===== src/rtl/core/fgpg_pkg.sv =====
// Shared types and constants for the frequency-group permutation generator.
`timescale 1ns / 1ps

package fgpg_pkg;

    localparam int DIM_W  = 13;  // grid size fields
    localparam int IDX_W  = 27;  // flat index width
    localparam int FREQ_W = 14;  // signed frequency counters
    localparam int SVAL_W = 20;  // signed working width of the index math
    localparam int COPY_W = 3;   // copy counters as carried in the queue
    localparam int AREA_W = 2 * DIM_W;

    // request kinds
    localparam logic [1:0] REQ_LOAD    = 2'd0;
    localparam logic [1:0] REQ_RESTART = 2'd1;
    localparam logic [1:0] REQ_NEXT    = 2'd2;

    // configuration register indexes
    localparam logic [2:0] CFG_NUM_LAYERS = 3'd0;
    localparam logic [2:0] CFG_SHIFT_MODE = 3'd1;
    localparam logic [2:0] CFG_HALF_MODE  = 3'd2;
    localparam logic [2:0] CFG_SUBAP_COLS = 3'd3;
    localparam logic [2:0] CFG_SUBAP_ROWS = 3'd4;

    typedef struct packed {
        logic [3:0]       num_layers;
        logic             shift_mode;
        logic             half_mode;
        logic [DIM_W-1:0] subap_cols;
        logic [DIM_W-1:0] subap_rows;
    } t_cfg;

    // one position of the walk, handed from the counter front to the index back end
    typedef struct packed {
        logic              exhausted;
        logic              last;
        logic [IDX_W-1:0]  base;
        logic [DIM_W-1:0]  cols;
        logic [DIM_W-1:0]  rows;
        logic [FREQ_W-1:0] freq_row;
        logic [FREQ_W-1:0] freq_col;
        logic [COPY_W-1:0] row_copy;
        logic [COPY_W-1:0] col_copy;
    } t_pos;

endpackage


===== src/rtl/core/fgpg_front.sv =====
// Request front end: layer table, loop counters and end-of-sequence detection.
`timescale 1ns / 1ps

module fgpg_front
    import fgpg_pkg::*;
#(
    parameter int MAX_LAYERS     = 8,
    parameter int MAX_OVERSAMPLE = 4
) (
    input  logic             i_clk,
    input  logic             i_rst_n,
    input  logic             i_valid,
    output logic             o_ready,
    input  logic [1:0]       i_req,
    input  logic [2:0]       i_layer_index,
    input  logic [DIM_W-1:0] i_layer_cols,
    input  logic [DIM_W-1:0] i_layer_rows,
    input  logic [2:0]       i_layer_oversample,
    input  t_cfg             i_cfg,
    input  logic             i_full,
    output logic             o_push,
    output t_pos             o_pos
);

    localparam int LW = (MAX_LAYERS > 1) ? $clog2(MAX_LAYERS) : 1;
    localparam int OW = $clog2(MAX_OVERSAMPLE + 1);
    localparam int CW = (MAX_OVERSAMPLE > 1) ? $clog2(MAX_OVERSAMPLE) : 1;

    // layer table, no reset
    logic [DIM_W-1:0]  r_tbl_cols [MAX_LAYERS];
    logic [DIM_W-1:0]  r_tbl_rows [MAX_LAYERS];
    logic [OW-1:0]     r_tbl_os   [MAX_LAYERS];
    logic [AREA_W-1:0] r_tbl_area [MAX_LAYERS];

    logic              r_pass, n_pass;
    logic [FREQ_W-1:0] r_row, n_row;
    logic [FREQ_W-1:0] r_col, n_col;
    logic [LW-1:0]     r_lc, n_lc;
    logic [CW-1:0]     r_rc, n_rc;
    logic [CW-1:0]     r_cc, n_cc;
    logic [IDX_W-1:0]  r_base, n_base;
    logic              r_finished, n_finished;

    logic              w_accept, w_load, w_last;
    logic [LW-1:0]     w_slot;
    logic [OW-1:0]     w_os_sat, w_os;
    logic [OW:0]       w_cc_inc, w_rc_inc;
    logic [4:0]        w_used, w_lc_inc;
    logic signed [FREQ_W-1:0] w_half_r, w_half_c, w_col_start, w_col_end;

    assign o_ready  = ~i_full;
    assign w_accept = i_valid & o_ready;
    assign w_slot   = LW'(i_layer_index);
    assign w_load   = w_accept && (i_req == REQ_LOAD)
                      && ({29'd0, i_layer_index} < 32'(MAX_LAYERS));

    always_comb begin
        if (i_layer_oversample == 3'd0) begin
            w_os_sat = OW'(1);
        end else if ({1'b0, i_layer_oversample} > 4'(MAX_OVERSAMPLE)) begin
            w_os_sat = OW'(MAX_OVERSAMPLE);
        end else begin
            w_os_sat = OW'(i_layer_oversample);
        end
    end

    always_ff @(posedge i_clk) begin
        if (w_load) begin
            r_tbl_cols[w_slot] <= i_layer_cols;
            r_tbl_rows[w_slot] <= i_layer_rows;
            r_tbl_os[w_slot]   <= w_os_sat;
            r_tbl_area[w_slot] <= i_layer_cols * i_layer_rows;
        end
    end

    assign w_os     = r_tbl_os[r_lc];
    assign w_cc_inc = (OW + 1)'(r_cc) + 1'b1;
    assign w_rc_inc = (OW + 1)'(r_rc) + 1'b1;
    assign w_lc_inc = 5'(r_lc) + 1'b1;

    always_comb begin
        if (i_cfg.num_layers == 4'd0) begin
            w_used = 5'd1;
        end else if ({1'b0, i_cfg.num_layers} > 5'(MAX_LAYERS)) begin
            w_used = 5'(MAX_LAYERS);
        end else begin
            w_used = {1'b0, i_cfg.num_layers};
        end
    end

    assign w_half_r    = $signed({2'b00, i_cfg.subap_rows[DIM_W-1:1]});
    assign w_half_c    = $signed({2'b00, i_cfg.subap_cols[DIM_W-1:1]});
    assign w_col_start = r_pass ? 14'sd1 : -w_half_c;
    assign w_col_end   = r_pass ? w_half_c : 14'sd1;

    always_comb begin
        n_pass     = r_pass;
        n_row      = r_row;
        n_col      = r_col;
        n_lc       = r_lc;
        n_rc       = r_rc;
        n_cc       = r_cc;
        n_base     = r_base;
        n_finished = r_finished;
        w_last     = 1'b0;
        if (w_accept) begin
            case (i_req)
                REQ_RESTART: begin
                    n_pass     = 1'b0;
                    n_row      = -w_half_r;
                    n_col      = -w_half_c;
                    n_lc       = '0;
                    n_rc       = '0;
                    n_cc       = '0;
                    n_base     = '0;
                    n_finished = (w_half_r == 14'sd0);
                end
                REQ_NEXT: begin
                    if (!r_finished) begin
                        if (w_cc_inc < {1'b0, w_os}) begin
                            n_cc = r_cc + 1'b1;
                        end else begin
                            n_cc = '0;
                            if (w_rc_inc < {1'b0, w_os}) begin
                                n_rc = r_rc + 1'b1;
                            end else begin
                                n_rc = '0;
                                if (w_lc_inc < w_used) begin
                                    n_base = r_base + IDX_W'(r_tbl_area[r_lc]);
                                    n_lc   = r_lc + 1'b1;
                                end else begin
                                    n_lc   = '0;
                                    n_base = '0;
                                    if ($signed(r_col) + 14'sd1 < w_col_end) begin
                                        n_col = r_col + 1'b1;
                                    end else begin
                                        n_col = w_col_start;
                                        if ($signed(r_row) + 14'sd1 < w_half_r) begin
                                            n_row = r_row + 1'b1;
                                        end else if (!r_pass && !i_cfg.half_mode
                                                     && (14'sd1 < w_half_c)
                                                     && (w_half_r != 14'sd0)) begin
                                            // second pass: positive x frequencies
                                            n_pass = 1'b1;
                                            n_row  = -w_half_r;
                                            n_col  = 14'sd1;
                                        end else begin
                                            n_finished = 1'b1;
                                            w_last     = 1'b1;
                                        end
                                    end
                                end
                            end
                        end
                    end
                end
                default: begin
                end
            endcase
        end
    end

    always_ff @(posedge i_clk) begin
        if (!i_rst_n) begin
            r_pass     <= 1'b0;
            r_row      <= -14'sd32;
            r_col      <= -14'sd32;
            r_lc       <= '0;
            r_rc       <= '0;
            r_cc       <= '0;
            r_base     <= '0;
            r_finished <= 1'b0;
        end else begin
            r_pass     <= n_pass;
            r_row      <= n_row;
            r_col      <= n_col;
            r_lc       <= n_lc;
            r_rc       <= n_rc;
            r_cc       <= n_cc;
            r_base     <= n_base;
            r_finished <= n_finished;
        end
    end

    assign o_push = w_accept && (i_req == REQ_NEXT);

    always_comb begin
        o_pos.exhausted = r_finished;
        o_pos.last      = w_last;
        o_pos.base      = r_base;
        o_pos.cols      = r_tbl_cols[r_lc];
        o_pos.rows      = r_tbl_rows[r_lc];
        o_pos.freq_row  = r_row;
        o_pos.freq_col  = r_col;
        o_pos.row_copy  = COPY_W'(r_rc);
        o_pos.col_copy  = COPY_W'(r_cc);
    end

endmodule


===== src/rtl/core/fgpg_queue.sv =====
// Short position queue between the counter front end and the index back end.
`timescale 1ns / 1ps

module fgpg_queue
    import fgpg_pkg::*;
#(
    parameter int DEPTH = 4
) (
    input  logic i_clk,
    input  logic i_rst_n,
    input  logic i_push,
    input  t_pos i_data,
    input  logic i_pop,
    output t_pos o_data,
    output logic o_full,
    output logic o_empty
);

    localparam int PW = (DEPTH > 1) ? $clog2(DEPTH) : 1;
    localparam int NW = $clog2(DEPTH + 1);

    t_pos          r_mem [DEPTH];
    logic [PW-1:0] r_wr, r_rd;
    logic [NW-1:0] r_cnt;
    logic          w_push, w_pop;

    assign o_full  = (r_cnt == NW'(DEPTH));
    assign o_empty = (r_cnt == '0);
    assign w_push  = i_push & ~o_full;
    assign w_pop   = i_pop & ~o_empty;
    assign o_data  = r_mem[r_rd];

    always_ff @(posedge i_clk) begin
        if (w_push) begin
            r_mem[r_wr] <= i_data;
        end
    end

    always_ff @(posedge i_clk) begin
        if (!i_rst_n) begin
            r_wr  <= '0;
            r_rd  <= '0;
            r_cnt <= '0;
        end else begin
            if (w_push) begin
                r_wr <= (r_wr == PW'(DEPTH - 1)) ? '0 : r_wr + 1'b1;
            end
            if (w_pop) begin
                r_rd <= (r_rd == PW'(DEPTH - 1)) ? '0 : r_rd + 1'b1;
            end
            r_cnt <= r_cnt + NW'(w_push) - NW'(w_pop);
        end
    end

endmodule


===== src/rtl/core/fgpg_back.sv =====
// Index back end: four-stage pipeline from a walk position to the flat index.
`timescale 1ns / 1ps

module fgpg_back
    import fgpg_pkg::*;
(
    input  logic             i_clk,
    input  logic             i_rst_n,
    input  t_cfg             i_cfg,
    input  t_pos             i_pos,
    input  logic             i_empty,
    output logic             o_pop,
    output logic             o_valid,
    input  logic             i_ready,
    output logic [IDX_W-1:0] o_flat_index,
    output logic             o_conjugate,
    output logic             o_last,
    output logic             o_exhausted
);

    typedef logic signed [SVAL_W-1:0] t_sval;

    typedef struct packed {
        logic             exhausted;
        logic             last;
        logic [IDX_W-1:0] base;
        logic [DIM_W-1:0] cols;
        logic [DIM_W-1:0] rows;
    } t_tag;

    logic w_en;
    logic r_v1, r_v2, r_v3, r_v4;

    // stage 1: copy offsets and centering
    t_tag                  r_s1_tag;
    t_sval                 r_s1_jy, r_s1_jx;
    logic [DIM_W+COPY_W-1:0] w_ry, w_rx;
    t_sval                 w_jy0, w_jx0, w_jyc, w_jxc, w_jy, w_jx;
    t_sval                 w_rows, w_cols, w_hrows, w_hcols;

    // stage 2: hermitian mirror
    t_tag  r_s2_tag;
    t_sval r_s2_jx, r_s2_row;
    t_sval w2_rows, w2_cols, w2_hcols, w2_jx, w2_row;
    logic  w2_conj;
    logic  r_s2_conj;

    // stage 3: row times columns
    logic signed [SVAL_W+DIM_W:0] w3_prod;
    logic [IDX_W-1:0] r_s3_prod, r_s3_sum;
    logic             r_s3_conj, r_s3_last, r_s3_exh;

    assign w_en  = ~r_v4 | i_ready;
    assign o_pop = w_en & ~i_empty;

    assign w_ry    = i_cfg.subap_rows * i_pos.row_copy;
    assign w_rx    = i_cfg.subap_cols * i_pos.col_copy;
    assign w_jy0   = $signed({{(SVAL_W-FREQ_W){i_pos.freq_row[FREQ_W-1]}}, i_pos.freq_row})
                     + $signed({4'd0, w_ry});
    assign w_jx0   = $signed({{(SVAL_W-FREQ_W){i_pos.freq_col[FREQ_W-1]}}, i_pos.freq_col})
                     + $signed({4'd0, w_rx});
    assign w_rows  = $signed({7'd0, i_pos.rows});
    assign w_cols  = $signed({7'd0, i_pos.cols});
    assign w_hrows = $signed({8'd0, i_pos.rows[DIM_W-1:1]});
    assign w_hcols = $signed({8'd0, i_pos.cols[DIM_W-1:1]});
    assign w_jyc   = w_jy0 + w_hrows;
    assign w_jxc   = w_jx0 + w_hcols;

    always_comb begin
        if (i_cfg.shift_mode) begin
            // negative frequencies wrap to the top of the grid
            w_jy = (w_jy0 < 0) ? w_jy0 + w_rows : w_jy0;
            w_jx = (w_jx0 < 0) ? w_jx0 + w_cols : w_jx0;
        end else begin
            w_jy = (w_jyc >= w_rows) ? w_jyc - w_rows : w_jyc;
            w_jx = (w_jxc >= w_cols) ? w_jxc - w_cols : w_jxc;
        end
    end

    assign w2_rows  = $signed({7'd0, r_s1_tag.rows});
    assign w2_cols  = $signed({7'd0, r_s1_tag.cols});
    assign w2_hcols = $signed({8'd0, r_s1_tag.cols[DIM_W-1:1]});
    assign w2_conj  = i_cfg.shift_mode & i_cfg.half_mode & (r_s1_jx > w2_hcols);
    assign w2_jx    = w2_conj ? w2_cols - r_s1_jx : r_s1_jx;

    always_comb begin
        if (!w2_conj) begin
            w2_row = r_s1_jy;
        end else if (r_s1_jy == 0) begin
            w2_row = '0;
        end else begin
            w2_row = w2_rows - r_s1_jy;
        end
    end

    assign w3_prod = r_s2_row * $signed({1'b0, r_s2_tag.cols});

    always_ff @(posedge i_clk) begin
        if (w_en) begin
            r_s1_tag <= '{exhausted: i_pos.exhausted, last: i_pos.last, base: i_pos.base,
                          cols: i_pos.cols, rows: i_pos.rows};
            r_s1_jy  <= w_jy;
            r_s1_jx  <= w_jx;

            r_s2_tag  <= r_s1_tag;
            r_s2_jx   <= w2_jx;
            r_s2_row  <= w2_row;
            r_s2_conj <= w2_conj;

            r_s3_prod <= w3_prod[IDX_W-1:0];
            r_s3_sum  <= r_s2_tag.base + {{(IDX_W-SVAL_W){r_s2_jx[SVAL_W-1]}}, r_s2_jx};
            r_s3_conj <= r_s2_conj;
            r_s3_last <= r_s2_tag.last;
            r_s3_exh  <= r_s2_tag.exhausted;

            // an exhausted request reports zeros in every other field
            o_flat_index <= r_s3_exh ? '0 : r_s3_prod + r_s3_sum;
            o_conjugate  <= r_s3_conj & ~r_s3_exh;
            o_last       <= r_s3_last & ~r_s3_exh;
            o_exhausted  <= r_s3_exh;
        end
    end

    always_ff @(posedge i_clk) begin
        if (!i_rst_n) begin
            r_v1 <= 1'b0;
            r_v2 <= 1'b0;
            r_v3 <= 1'b0;
            r_v4 <= 1'b0;
        end else if (w_en) begin
            r_v1 <= ~i_empty;
            r_v2 <= r_v1;
            r_v3 <= r_v2;
            r_v4 <= r_v3;
        end
    end

    assign o_valid = r_v4;

endmodule


===== src/rtl/core/frequency_group_permutation_gen.sv =====
// Top level of the frequency-group permutation address generator.
`timescale 1ns / 1ps

// Emits the flat indices that gather equal spatial-frequency points of up to
// MAX_LAYERS stacked 2-D Fourier grids into contiguous blocks, one index per
// "next" request. Requests arrive on the slave stream with the request kind in
// tuser: load writes one layer descriptor (columns, rows, oversampling) into
// the layer table, restart rewinds the walk, next emits one result on the
// master stream. Results carry the flat index in tdata, conjugate and
// exhausted flags in tuser, and tlast on the final index of the sequence; a
// next request after the end returns exhausted with all other fields zero.
// Loads and restarts produce no result. The request side takes one request
// per clock while the position queue has room, so sustained rate is one index
// per cycle when the master side does not stall; a result passes through the
// queue and then the four pipeline stages before it is valid on the master
// side. A four-entry position queue sits between the counter front end and
// the four-stage index pipeline, so the request side keeps going while results
// wait on the master side. Configuration writes are taken at any time but
// must only be issued while no results are outstanding. A layer must be
// loaded before a sequence uses it.

module frequency_group_permutation_gen
    import fgpg_pkg::*;
#(
    parameter int MAX_LAYERS     = 8,
    parameter int MAX_OVERSAMPLE = 4,
    parameter int QUEUE_DEPTH    = 4
) (
    input  logic        i_clk,
    input  logic        i_rst_n,
    // request stream
    input  logic        i_s_tvalid,
    output logic        o_s_tready,
    input  logic [31:0] i_s_tdata,   // layer_index[2:0], layer_cols[15:3],
                                     // layer_rows[28:16], layer_oversample[31:29]
    input  logic [1:0]  i_s_tuser,   // req_type[1:0]
    // result stream
    output logic        o_m_tvalid,
    input  logic        i_m_tready,
    output logic [31:0] o_m_tdata,   // flat_index[26:0], zero fill above
    output logic [1:0]  o_m_tuser,   // conjugate[0], exhausted[1]
    output logic        o_m_tlast,
    // configuration writes
    input  logic        i_cfg_valid,
    output logic        o_cfg_ready,
    input  logic [2:0]  i_cfg_index,
    input  logic [12:0] i_cfg_data
);

    t_cfg             r_cfg;
    t_pos             w_push_pos, w_head_pos;
    logic             w_push, w_pop, w_full, w_empty;
    logic [IDX_W-1:0] w_flat;
    logic             w_conj, w_exh;

    // config registers, always ready
    assign o_cfg_ready = 1'b1;

    always_ff @(posedge i_clk) begin
        if (!i_rst_n) begin
            r_cfg.num_layers <= 4'd1;
            r_cfg.shift_mode <= 1'b0;
            r_cfg.half_mode  <= 1'b0;
            r_cfg.subap_cols <= 13'd64;
            r_cfg.subap_rows <= 13'd64;
        end else if (i_cfg_valid) begin
            unique case (i_cfg_index)
                CFG_NUM_LAYERS: r_cfg.num_layers <= i_cfg_data[3:0];
                CFG_SHIFT_MODE: r_cfg.shift_mode <= i_cfg_data[0];
                CFG_HALF_MODE:  r_cfg.half_mode  <= i_cfg_data[0];
                CFG_SUBAP_COLS: r_cfg.subap_cols <= i_cfg_data;
                CFG_SUBAP_ROWS: r_cfg.subap_rows <= i_cfg_data;
                default: begin
                end
            endcase
        end
    end

    // front end: table, walk counters, last detection
    fgpg_front #(
        .MAX_LAYERS     (MAX_LAYERS),
        .MAX_OVERSAMPLE (MAX_OVERSAMPLE)
    ) u_front (
        .i_clk              (i_clk),
        .i_rst_n            (i_rst_n),
        .i_valid            (i_s_tvalid),
        .o_ready            (o_s_tready),
        .i_req              (i_s_tuser),
        .i_layer_index      (i_s_tdata[2:0]),
        .i_layer_cols       (i_s_tdata[15:3]),
        .i_layer_rows       (i_s_tdata[28:16]),
        .i_layer_oversample (i_s_tdata[31:29]),
        .i_cfg              (r_cfg),
        .i_full             (w_full),
        .o_push             (w_push),
        .o_pos              (w_push_pos)
    );

    // positions waiting for the index pipeline
    fgpg_queue #(
        .DEPTH (QUEUE_DEPTH)
    ) u_queue (
        .i_clk   (i_clk),
        .i_rst_n (i_rst_n),
        .i_push  (w_push),
        .i_data  (w_push_pos),
        .i_pop   (w_pop),
        .o_data  (w_head_pos),
        .o_full  (w_full),
        .o_empty (w_empty)
    );

    // back end: index arithmetic, output register
    fgpg_back u_back (
        .i_clk        (i_clk),
        .i_rst_n      (i_rst_n),
        .i_cfg        (r_cfg),
        .i_pos        (w_head_pos),
        .i_empty      (w_empty),
        .o_pop        (w_pop),
        .o_valid      (o_m_tvalid),
        .i_ready      (i_m_tready),
        .o_flat_index (w_flat),
        .o_conjugate  (w_conj),
        .o_last       (o_m_tlast),
        .o_exhausted  (w_exh)
    );

    assign o_m_tdata = {5'd0, w_flat};
    assign o_m_tuser = {w_exh, w_conj};

endmodule

===== config.mk =====
export PLATFORM = sky130hd
export DESIGN_NAME = frequency_group_permutation_gen
export DESIGN_NICKNAME = d
export VERILOG_FILES = /design/src/rtl/core/fgpg_pkg.sv /design/src/rtl/core/fgpg_front.sv /design/src/rtl/core/fgpg_queue.sv /design/src/rtl/core/fgpg_back.sv /design/src/rtl/core/frequency_group_permutation_gen.sv
export SDC_FILE = /design/constraint.sdc
export NUM_CORES = 2
export LEC_CHECK = 0
export ABC_AREA = 1
export BUFFER_PORTS_ARGS = -buffer_cell sky130_fd_sc_hd__clkbuf_2
export CORE_ASPECT_RATIO = 1.2
export CORE_MARGIN = 8
export CORE_UTILIZATION = 58
export CTS_CLUSTER_SIZE = 8
export DETAILED_ROUTE_END_ITERATION = 6
export PLACE_DENSITY = 0.77
export SLEW_MARGIN = 20
export SYNTH_ARGS = -nofsm -noshare
export SYNTH_HDL_FRONTEND = slang
export SYNTH_HIERARCHICAL = 1
export SYNTH_SLANG_ARGS = --single-unit
export TNS_END_PERCENT = 5

===== constraint.sdc =====
create_clock -name i_clk -period 6.8 [get_ports i_clk]
set_clock_uncertainty 0.05 [all_clocks]
set_input_delay 0.34 -clock i_clk [delete_from_list [all_inputs] [get_ports i_clk]]
set_output_delay 0.34 -clock i_clk [all_outputs]
set_load 0.01 [all_outputs]

==> results.tsv <==
metric	value	unit
status	complete, no violations	
synth-seq-area-share	45.8	%
setup_tns	0	ns
hold_violations	0	
routed_wl	188	mm
final_cell_mix	nand2_1, inv_1, edfxtp_1	
slowest_delay	0.57	ns
crit_fanout	13	
dieArea	140000	um2
ant_nets	0	
tritoncts	done	
grt_usage	26.1	%
drive_gt1_share	10.2	%
cts.sinks	1173	
synth_top_area_share	42.8	%
fmax	0.149	GHz
synth_flop_cell	edfxtp_1	
fin_crit_sh	98.6	%
crit_path_end_kind	flip-flop	
drv_cap	0	
worstPathRequired	7.23	ns
yosys_warnings	6	
clk_pin_slew	0.05	ns
drc	0	
setup_viol	0	
period_needed	6.70	ns
ys_seq_elements	1173	
synth_top_cell_by_area	edfxtp_1	
synth_cells	7974	
hold_class	input pin to flip-flop	
relSlewSlack	20.9	%
rows	144	
area_growth	13.0	%
synthesis.area	74400	um2
hpwlAfterDp	129	mm
dr.pass1.iters	6	
avgSynthCellArea	9.33	um2
cts_buffer_depth	3	
worst_pin_slew	1.18	ns
cts_max_level	4	
synth_area_leaders	edfxtp_1, fa_1, nand2_1, ha_1, inv_1	
wl_per_cell	18.8	um
routabilityCongestion	0.954	
drt_iter0_drc	4877	
arrival	7.13	ns
rsz0062_at_grt	yes	
clk_latency	0.80	ns
num_vias	57200	
antenna_found_initial	3	
synth_edf_count	1061	
io_pins	93	
grt_max_degree	163	
first_global_vias	56500	
viasPerCell	5.73	
die_x	343	um
die_h	408	um
overflow	0	
final_common_cell	nand2_1	
nets	9087	
place.port_buffers	86	
core	128000	um2
start_kind	flip-flop	
async_flop_share	0	%
cts_buffers	165	
cts_root_buf	clkbuf_16	
crit_top_cell	nand2_2	
slowest_stage	fa_1	
critPathKind	flip-flop to flip-flop	
ys_types	66	
finalMaxSlewViolations	0	
hold_ws	0.0672	ns
grt_pass1_wl	294	mm
initial_core_util	58.2	%
-- worst max-delay path: cells and delay by family (launching register included) --
kind	cells	cell delay (ns)
flops	1	0.39
xor+xnor	3	0.64
compound gates	7	1.06
simple gates	17	1.53
fa+ha+maj	6	2.00
buf+inv	7	0.69
-- cells in the mapped netlist (all sizes together) (77+ instances only) --
master  count
inv      1155
dfxtp     112
o22ai     153
fa        353
a21oi     347
o21ai     648
nand2    1583
edfxtp   1061
nor2      928
buf        77
xor2      167
clkbuf    203
xnor2      99
nand3     281
ha        450
-- through the flow --
stage	instances	worst slack (ns)	util, %	area, um2
final	9981	0.0955	65.7	84100
after global routing	9979	-0.210	65.7	84100
after CTS	9923	-0.0108	64.5	82500
after detailed placement	9633	-0.199	60.2	77100
after global placement	9633	0.0638	60.2	77100
after floorplan	7979	-0.0226	-	74400
-- final timing paths --
kind	slack [ns]	startpoint	to	cells after the start
worst max-delay path	0.1	flip-flop	u_back/r_s1_jx[10]	40
worst min register to register	0.36	u_back/r_s1_tag[51]	u_back/r_s2_tag[51]	0
worst max register to register	0.1	flip-flop	u_back/r_s1_jx[10]	40
worst min-delay path	0.07	i_s_tdata[16]	u_front/r_tbl_rows[3][0]	1
-- per-layer routing --
metal	global-route usage, %	up-vias	share of wire, %
li1	-	26900	-
met1	32.5	27500	39
met2	46.0	2263	50
met3	3.46	477	6.6
met4	10.0	2	3.6
met5	0	-	0.0069
-- area by class of cell --
cell class | count | area (um2)
clock buffer | 221 | 4340
antenna | 2 | 5.00
timing repair inverter | 1 | 5.00
multi-input combinational | 5368 | 35800
timing repair buffer | 364 | 2800
sequential | 1173 | 34100
tap | 1679 | 2100
inverter | 1156 | 4360
clock inverter | 17 | 483
fill | 9750 | 43900
-- registers in the layout, summed over array words and instances, names as in the netlist, 3 cells and up, named ones only --
| register | count |
|---|---|
| u_back/r_s1_jx | 20 |
| r_cfg | 32 |
| u_queue/r_cnt | 3 |
| u_front/r_tbl_os | 24 |
| u_back/r_s3_sum | 27 |
| u_back/r_s2_jx | 20 |
| u_back/r_s2_tag | 42 |
| u_front/r_tbl_cols | 104 |
| u_front/r_row | 14 |
| u_front/r_base | 27 |
| u_front/r_tbl_rows | 104 |
| u_front/r_lc | 3 |
| u_front/r_tbl_area | 208 |
| u_back/r_s1_tag | 55 |
| u_back/r_s3_prod | 27 |
| u_back/o_flat_index | 27 |
| u_back/r_s2_row | 20 |
| u_front/r_col | 14 |
| u_queue/r_mem | 356 |
| u_back/r_s1_jy | 20 |
-- cells by family (layout without fill, tap and decap cells) --
group	count (synthesis)	in the layout	share of synthesized area, %
flops	1173	1173	45.8
simple gates	2932	2932	16.2
xor+xnor	266	266	3.13
fa+ha+maj	803	803	17.1
other cells	3	10	0.0151
compound gates	1359	1359	10.1
buf+inv	1438	1759	7.67
-- timing repair --
item | in CTS | in global routing
gates cloned | 0 | 3
pin swaps | 10 | 119
endpoints found under the setup margin | 35 | 40
hold buffers | 42 | 0
buffers inserted | 10 | 53
endpoints found under the hold margin | 62 | 0
resized for setup | 21 | 242
Power is left out: the tool's default activity adds up to more than one toggle a clock period on the data nets, which glitch-free logic cannot reach.
